==> src/rtl/rcd_pkg.sv <==
// Shared types and constants for the restricted circular deque.
package rcd_pkg;

    localparam int DEPTH_DEF = 16;
    localparam int WORD_W    = 32;

    typedef enum logic [1:0] {
        OP_INS_R = 2'd0,
        OP_INS_L = 2'd1,
        OP_DEL_L = 2'd2,
        OP_DEL_R = 2'd3
    } req_op_t;

    typedef enum logic [1:0] {
        ST_OK          = 2'd0,
        ST_OVERFLOW    = 2'd1,
        ST_UNDERFLOW   = 2'd2,
        ST_NOT_ALLOWED = 2'd3
    } req_status_t;

    typedef enum logic {
        MODE_IN_RESTRICTED  = 1'b0,
        MODE_OUT_RESTRICTED = 1'b1
    } restrict_mode_t;

    typedef enum logic {
        CS_IDLE = 1'b0,
        CS_WAIT = 1'b1
    } ctrl_state_t;

    // Broadcast from the controller to every cell of the chain
    typedef struct packed {
        logic              ins_r;
        logic              ins_l;
        logic              del_l;
        logic              del_r;
        logic [WORD_W-1:0] word;
    } cell_cmd_t;

endpackage

==> src/rtl/rcd_cell.sv <==
// One slot of the deque chain: a data word plus a return-lane stage.
module rcd_cell
    import rcd_pkg::*;
#(
    parameter int DEPTH = DEPTH_DEF,
    parameter int INDEX = 0
) (
    input  logic                         aclk,
    input  cell_cmd_t                    cmd,
    input  logic [$clog2(DEPTH+1)-1:0]   fill,
    input  logic [WORD_W-1:0]            left_data,
    input  logic [WORD_W-1:0]            right_data,
    input  logic [WORD_W-1:0]            right_lane,
    output logic [WORD_W-1:0]            data_out,
    output logic [WORD_W-1:0]            lane_out
);

    localparam int CW = $clog2(DEPTH + 1);
    localparam logic [CW-1:0] SLOT      = CW'(INDEX);
    localparam logic [CW-1:0] SLOT_NEXT = CW'(INDEX + 1);

    logic [WORD_W-1:0] data_reg, data_next;
    logic [WORD_W-1:0] lane_reg, lane_next;

    always_comb begin
        data_next = data_reg;
        if (cmd.ins_l) begin
            data_next = left_data;
        end else if (cmd.del_l) begin
            data_next = right_data;
        end else if (cmd.ins_r && (fill == SLOT)) begin
            data_next = cmd.word;
        end
    end

    // Tail slot drops its word onto the lane; the lane walks toward slot 0
    assign lane_next = (cmd.del_r && (fill == SLOT_NEXT)) ? data_reg : right_lane;

    always_ff @(posedge aclk) begin
        data_reg <= data_next;
        lane_reg <= lane_next;
    end

    assign data_out = data_reg;
    assign lane_out = lane_reg;

endmodule

==> src/rtl/rcd_ctrl.sv <==
// Request control: mode register, fill count, status decisions and result register.
module rcd_ctrl
    import rcd_pkg::*;
#(
    parameter int DEPTH = DEPTH_DEF
) (
    input  logic                         aclk,
    input  logic                         aresetn,
    input  logic                         psel,
    input  logic                         penable,
    input  logic                         pwrite,
    input  logic [2:0]                   paddr,
    input  logic [31:0]                  pwdata,
    output logic [31:0]                  prdata,
    output logic                         pready,
    input  logic                         s_valid,
    output logic                         s_ready,
    input  logic [1:0]                   s_req_type,
    input  logic [WORD_W-1:0]            s_value,
    output logic                         m_valid,
    input  logic                         m_ready,
    output logic [1:0]                   m_status,
    output logic [WORD_W-1:0]            m_removed_value,
    output logic [$clog2(DEPTH+1)-1:0]   m_fill_count,
    input  logic [WORD_W-1:0]            head_data,
    input  logic [WORD_W-1:0]            head_lane,
    output cell_cmd_t                    cmd,
    output logic [$clog2(DEPTH+1)-1:0]   fill
);

    localparam int CW = $clog2(DEPTH + 1);
    localparam int IW = (DEPTH > 1) ? $clog2(DEPTH) : 1;
    localparam logic [CW-1:0] FULL = CW'(DEPTH);
    localparam logic [2:0] ADDR_MODE = 3'd0;

    ctrl_state_t    state_reg, state_next;
    restrict_mode_t mode_reg;
    logic [CW-1:0]  count_reg, count_next;
    logic [IW-1:0]  wait_reg, wait_next;

    logic              m_valid_reg;
    logic [1:0]        status_reg;
    logic [WORD_W-1:0] removed_reg;
    logic [CW-1:0]     fill_reg;

    req_op_t       op;
    req_status_t   res_status;
    logic          accept, cfg_write, op_ok, del_r_ok, load_now, load_late;
    logic          not_allowed;
    logic [WORD_W-1:0] res_removed;

    assign op        = req_op_t'(s_req_type);
    assign accept    = s_valid && s_ready;
    assign cfg_write = psel && penable && pwrite && (paddr == ADDR_MODE);
    assign pready    = 1'b1;
    assign prdata    = (paddr == ADDR_MODE) ? {31'd0, mode_reg} : 32'd0;

    assign not_allowed = ((mode_reg == MODE_IN_RESTRICTED) && (op == OP_INS_L)) ||
                         ((mode_reg == MODE_OUT_RESTRICTED) && (op == OP_DEL_R));

    always_comb begin
        res_status = ST_OK;
        if (not_allowed) begin
            res_status = ST_NOT_ALLOWED;
        end else if ((op == OP_INS_R) || (op == OP_INS_L)) begin
            if (count_reg == FULL) res_status = ST_OVERFLOW;
        end else begin
            if (count_reg == '0) res_status = ST_UNDERFLOW;
        end
    end

    assign op_ok    = accept && (res_status == ST_OK);
    assign del_r_ok = op_ok && (op == OP_DEL_R);
    assign load_now = accept && !del_r_ok;

    // Broadcast to the chain only for requests that change state
    always_comb begin
        cmd.ins_r = op_ok && (op == OP_INS_R);
        cmd.ins_l = op_ok && (op == OP_INS_L);
        cmd.del_l = op_ok && (op == OP_DEL_L);
        cmd.del_r = del_r_ok;
        cmd.word  = s_value;
    end
    assign fill = count_reg;

    assign res_removed = (op_ok && (op == OP_DEL_L)) ? head_data : '0;

    always_comb begin
        count_next = count_reg;
        if (cfg_write) begin
            count_next = '0;
        end else if (op_ok) begin
            if ((op == OP_INS_R) || (op == OP_INS_L)) count_next = count_reg + 1'b1;
            else                                      count_next = count_reg - 1'b1;
        end
    end

    // Next state
    always_comb begin
        state_next = state_reg;
        case (state_reg)
            CS_IDLE: if (del_r_ok) state_next = CS_WAIT;
            CS_WAIT: if (wait_reg == '0) state_next = CS_IDLE;
            default: state_next = CS_IDLE;
        endcase
    end

    // State outputs
    always_comb begin
        s_ready   = 1'b0;
        load_late = 1'b0;
        case (state_reg)
            CS_IDLE: s_ready = !m_valid_reg || m_ready;
            CS_WAIT: load_late = (wait_reg == '0);
            default: ;
        endcase
    end

    // Lane distance from the tail slot down to slot 0
    always_comb begin
        wait_next = wait_reg;
        if (del_r_ok) begin
            wait_next = IW'(count_reg - 1'b1);
        end else if (wait_reg != '0) begin
            wait_next = wait_reg - 1'b1;
        end
    end

    always_ff @(posedge aclk) begin
        if (!aresetn) begin
            state_reg   <= CS_IDLE;
            mode_reg    <= MODE_IN_RESTRICTED;
            count_reg   <= '0;
            wait_reg    <= '0;
            m_valid_reg <= 1'b0;
        end else begin
            state_reg <= state_next;
            count_reg <= count_next;
            wait_reg  <= wait_next;
            if (cfg_write) mode_reg <= restrict_mode_t'(pwdata[0]);
            if (load_now || load_late) m_valid_reg <= 1'b1;
            else if (m_ready)          m_valid_reg <= 1'b0;
        end
    end

    always_ff @(posedge aclk) begin
        if (load_now) begin
            status_reg  <= res_status;
            removed_reg <= res_removed;
            fill_reg    <= count_next;
        end else if (load_late) begin
            status_reg  <= ST_OK;
            removed_reg <= head_lane;
            fill_reg    <= count_reg;
        end
    end

    assign m_valid         = m_valid_reg;
    assign m_status        = status_reg;
    assign m_removed_value = removed_reg;
    assign m_fill_count    = fill_reg;

endmodule

==> src/rtl/restricted_circular_deque.sv <==
// Top level of the restricted deque: controller plus the chain of storage cells.
//
// The deque is held as a chain of DEPTH cells with the left end always in cell 0, so a
// left insert or left delete shifts every cell one place and a right insert writes the
// first free cell. One request is taken at a time. Inserts, left deletes and every
// rejected request give their result in the cycle after acceptance. A right delete
// drops the tail word onto a return lane that moves one cell per cycle toward cell 0,
// and its result is loaded when the word reaches cell 0. Writing restrict_mode
// (address 0) empties the deque at once; there is no clearing pass after reset.
module restricted_circular_deque
    import rcd_pkg::*;
#(
    parameter int DEPTH = DEPTH_DEF
) (
    input  logic                         aclk,
    input  logic                         aresetn,
    input  logic                         psel,
    input  logic                         penable,
    input  logic                         pwrite,
    input  logic [2:0]                   paddr,
    input  logic [31:0]                  pwdata,
    output logic [31:0]                  prdata,
    output logic                         pready,
    input  logic                         s_valid,
    output logic                         s_ready,
    input  logic [1:0]                   s_req_type,
    input  logic signed [WORD_W-1:0]     s_value,
    output logic                         m_valid,
    input  logic                         m_ready,
    output logic [1:0]                   m_status,
    output logic signed [WORD_W-1:0]     m_removed_value,
    output logic [$clog2(DEPTH+1)-1:0]   m_fill_count
);

    localparam int CW = $clog2(DEPTH + 1);

    cell_cmd_t         cmd;
    logic [CW-1:0]     fill;
    logic [WORD_W-1:0] data_w [DEPTH];
    logic [WORD_W-1:0] lane_w [DEPTH];
    logic [WORD_W-1:0] removed_u;

    rcd_ctrl #(.DEPTH(DEPTH)) u_ctrl (
        .aclk            (aclk),
        .aresetn         (aresetn),
        .psel            (psel),
        .penable         (penable),
        .pwrite          (pwrite),
        .paddr           (paddr),
        .pwdata          (pwdata),
        .prdata          (prdata),
        .pready          (pready),
        .s_valid         (s_valid),
        .s_ready         (s_ready),
        .s_req_type      (s_req_type),
        .s_value         (s_value),
        .m_valid         (m_valid),
        .m_ready         (m_ready),
        .m_status        (m_status),
        .m_removed_value (removed_u),
        .m_fill_count    (m_fill_count),
        .head_data       (data_w[0]),
        .head_lane       (lane_w[0]),
        .cmd             (cmd),
        .fill            (fill)
    );

    assign m_removed_value = removed_u;

    for (genvar i = 0; i < DEPTH; i++) begin : g_cell
        logic [WORD_W-1:0] left_d, right_d, right_l;
        if (i == 0) begin : g_first
            assign left_d = cmd.word;
        end else begin : g_mid_l
            assign left_d = data_w[i-1];
        end
        if (i == DEPTH - 1) begin : g_last
            assign right_d = '0;
            assign right_l = '0;
        end else begin : g_mid_r
            assign right_d = data_w[i+1];
            assign right_l = lane_w[i+1];
        end
        rcd_cell #(.DEPTH(DEPTH), .INDEX(i)) u_cell (
            .aclk       (aclk),
            .cmd        (cmd),
            .fill       (fill),
            .left_data  (left_d),
            .right_data (right_d),
            .right_lane (right_l),
            .data_out   (data_w[i]),
            .lane_out   (lane_w[i])
        );
    end

    a_cmd_onehot: assert property (@(posedge aclk) disable iff (!aresetn)
        $onehot0({cmd.ins_r, cmd.ins_l, cmd.del_l, cmd.del_r}))
        else $error("more than one chain command at once");

    a_cmd_needs_accept: assert property (@(posedge aclk) disable iff (!aresetn)
        (cmd.ins_r || cmd.ins_l || cmd.del_l || cmd.del_r) |-> (s_valid && s_ready))
        else $error("chain command without an accepted request");

    a_overflow_full: assert property (@(posedge aclk) disable iff (!aresetn)
        (m_valid && (m_status == ST_OVERFLOW)) |-> (m_fill_count == CW'(DEPTH)))
        else $error("overflow reported while not full");

    a_reject_no_word: assert property (@(posedge aclk) disable iff (!aresetn)
        (m_valid && (m_status != ST_OK)) |-> (m_removed_value == '0))
        else $error("rejected request returned a word");

endmodule

==> config.mk <==
export PLATFORM = sky130hd
export DESIGN_NAME = restricted_circular_deque
export DESIGN_NICKNAME = d
export VERILOG_FILES = /design/src/rtl/rcd_pkg.sv /design/src/rtl/rcd_cell.sv /design/src/rtl/rcd_ctrl.sv /design/src/rtl/restricted_circular_deque.sv
export SDC_FILE = /design/constraint.sdc
export NUM_CORES = 1
export LEC_CHECK = 0
export ABC_AREA = 1
export BUFFER_PORTS_ARGS = -buffer_cell sky130_fd_sc_hd__buf_2
export CAP_MARGIN = 30
export CORE_MARGIN = 3
export CORE_UTILIZATION = 50
export DETAILED_ROUTE_END_ITERATION = 6
export MAX_ROUTING_LAYER = met4
export PLACE_DENSITY_LB_ADDON = 0.1
export SLEW_MARGIN = 20
export SYNTH_ARGS = -nofsm -noshare
export SYNTH_HDL_FRONTEND = slang
export SYNTH_SLANG_ARGS = --single-unit
==> constraint.sdc <==
create_clock -name aclk -period 5.8 [get_ports aclk]
set_input_delay 1.16 -clock aclk [delete_from_list [all_inputs] [get_ports aclk]]
set_output_delay 1.16 -clock aclk [all_outputs]
set_load 0.01 [all_outputs]
==> run summary <==
run status -> complete, no violations
syn avg cell area -> 9.266 µm²
Power, Total -> 17.23 mW
Peak VDD IR -> 0.0002379 V
number of cells produced by synthesis -> 4,596
CP startpoint -> u_ctrl.fill[0]$_SDFF_PN0_
top post-synthesis cells by area -> edfxtp_1 39%, dfxtp_1 25%, nand2_1 16%
DP Cell Count -> 5,587
P&R area growth vs syn -> 11.17%
vias in the first global route -> 29,899
Yosys warnings -> 0
Initial Util -> 50.72%
highest-count cells in the layout ignoring fill and taps -> 1,840 x nand2_1, 764 x nand3_1, 551 x edfxtp_1
CP Cell Sequence -> inv_1, ha_1, inv_1, nor2_1, nand2_1, nor2_1, nor2_1, nand3_2, inv_8, buf_4, nand2_2, o21ai_0
delay-heaviest family, CP -> simple AND/OR/NAND/NOR gates
routed vias -> 31,793
max-cap violation count -> 0
core box area -> 83,950 µm²
synthesized area -> 42,580 µm²
post-synth top area share -> 38.85%
WP buf/inv -> 4
period utilization -> 68.14%
Sink Count -> 1,075
Port-buffer cells -> 86
Hold Crit Depth -> 2
hold buffers post-CTS -> 0
r2r worst-path depth -> 12
minimum clock period -> 3.952 ns
Worst Path Required -> 6.37 ns
count of non-filler cells in the finished layout -> 5,799
pin count of the biggest net entering global routing -> 179
Seq cells post-synth -> 1,075
most frequent cell on the critical path -> nor2_1
Total GRT Usage -> 27.53%
CTS clk-pin slew, worst paths -> 0.06 ns
DR DRC count -> 0
first-pass GRT wire length -> 183,900 µm
Worst Hold Class -> reg -> reg
initial antenna violation count -> 0
wire per inst -> 20.90 µm
max incr delay on CP -> 0.72 ns
Critical Path Stages -> 12
Max Fclk -> 0.2530 GHz
Critical Path Sink Type -> flop
# diodes -> 0
Critical Path AT -> 4.52 ns
Crit-path slowest cell -> nand2_2
routed vias/inst -> 5.482
TritonCTS clock tree -> built
final wirelength -> 121,200 µm
IO Pins -> 150
Die X-Extent -> 297.8 µm
Num CTS Buffers -> 110
final core utilization -> 56.39%
Post-CTS Setup Inserts -> 0
gpl congestion -> 0.8460
Slew @ Worst Pin -> 0.9729 ns
Setup-failing EPs final -> 0
DIE AREA -> 88,710 µm²
dominant cell type by area after synthesis -> edfxtp_1
fin. max-slew vios -> 0
share of post-route cells with drive strength above 1 -> 8.210%
pwr dens -> 363.9 nW/µm²
post-DP HPWL -> 73,340 µm
reg-to-reg setup timing slack -> 1.85 ns
fin nets -> 4,652
Leak Pwr -> 19.09 nW
CP Capture Point -> g_cell[5].u_cell.lane_out[31]$_DFF_P_
clock skew -> 0.01838 ns
CTS max path bufs -> 3
reg2reg end -> g_cell[5].u_cell.lane_out[31]$_DFF_P_
Clock Latency Late Sink -> 0.67 ns
start of the worst register-to-register path -> u_ctrl.fill[0]$_SDFF_PN0_
chip height -> 297.8 µm
Resize count post-CTS -> 0
final setup TNS -> 0 ns
H-tree levels -> 3
Startpoint Class -> flop
synth unique cells -> 32
GRT overflow -> 0
num rows -> 106
final antenna-violating net count -> 0
DR iter-0 viols -> 3,144
commonest non-fill, non-tap cell in the layout -> nand2_1
critical path class -> reg -> reg
CP max FO -> 70
final hold violation count -> 0
slew margin rel. -> 35.07%
sequential fraction of the synthesis area -> 63.49%
RSZ-0062 raised after global routing -> no
DRT Pass-1 Iters -> 6
CTS root buf -> clkbuf_16
## area by class of cell
class                   instances  area, µm²
fillers                      7546      36610
flip-flops and latches       1075      27040
multi-input cells            3050      13300
clock buffers                 168       3316
well taps                    1134       1419
repair buffers                154       1165
inverters                     177      681.9
clock inverters                41      421.7
## per-layer routing
layer | wire, µm | GRT usage, % | up-vias
li1 | - | - | 15069
met1 | 51550 | 36.45 | 15532
met2 | 59080 | 45.31 | 978
met3 | 7122 | 2.864 | 214
met4 | 3416 | 7.902 | 0
met5 | 0 | - | -
## Yosys cell counts (all sizes together)
master	instances
conb	2
nor4	1
nor3	1
nand2	1869
a211oi	1
ha	8
xnor2	2
edfxtp	551
xor2	5
a21oi	5
o21ai	209
dfxtp	524
nand3	766
nor2	74
o31ai	1
clkbuf	64
o211ai	76
buf	260
inv	177
## through the flow
stage | worst slack, ns | area [µm²] | hold WS, ns
3_5_place_dp | 1.441 | 43550 | 0.4020
6_report | 1.848 | 47340 | 0.3998
3_3_place_gp | 1.455 | 43410 | 0.4011
2_1_floorplan | 1.050 | 42700 | 0.3960
4_1_cts | 1.871 | 47280 | 0.3995
5_1_grt | 1.614 | 47340 | 0.4227
## worst min path at each step
stage,startpoint,to
final,g_cell[10].u_cell.lane_out[18]$_DFF_P_,g_cell[9].u_cell.lane_out[18]$_DFF_P_
after global routing,g_cell[12].u_cell.lane_out[0]$_DFF_P_,g_cell[11].u_cell.lane_out[0]$_DFF_P_
after CTS,g_cell[10].u_cell.lane_out[18]$_DFF_P_,g_cell[9].u_cell.lane_out[18]$_DFF_P_
after detailed placement,g_cell[14].u_cell.lane_out[22]$_DFF_P_,g_cell[13].u_cell.lane_out[22]$_DFF_P_
after global placement,g_cell[11].u_cell.lane_out[23]$_DFF_P_,g_cell[10].u_cell.lane_out[23]$_DFF_P_
after floorplan,g_cell[11].u_cell.lane_out[0]$_DFF_P_,g_cell[10].u_cell.lane_out[0]$_DFF_P_
## logic make-up (layout without fill, tap and decap cells)
| family | after synthesis | in the layout | synth area share [%] |
|---|---|---|---|
| buf+inv | 501 | 540 | 5.741 |
| flops | 1075 | 1075 | 63.49 |
| other cells | 2 | 32 | 0.01764 |
| fa+ha+maj | 8 | 8 | 0.2351 |
| compound gates | 292 | 292 | 3.899 |
| xor+xnor | 7 | 7 | 0.1440 |
| simple gates | 2711 | 2711 | 26.48 |
## report_power, final
group / switching, mW / internal, mW / leakage, nW
combinational: 0.988 / 0.338 / 7.93
clock: 2.96 / 4.28 / 1.85
sequential: 0.198 / 8.46 / 9.31
total: 4.15 / 13.1 / 19.1
## worst min-delay path: stages (launching register included)
cell and delay (ns):
dfxtp_1 0.30, nand2_1 0.05, nand2_1 0.04
Note: power is estimated with default switching activity, not from simulation.
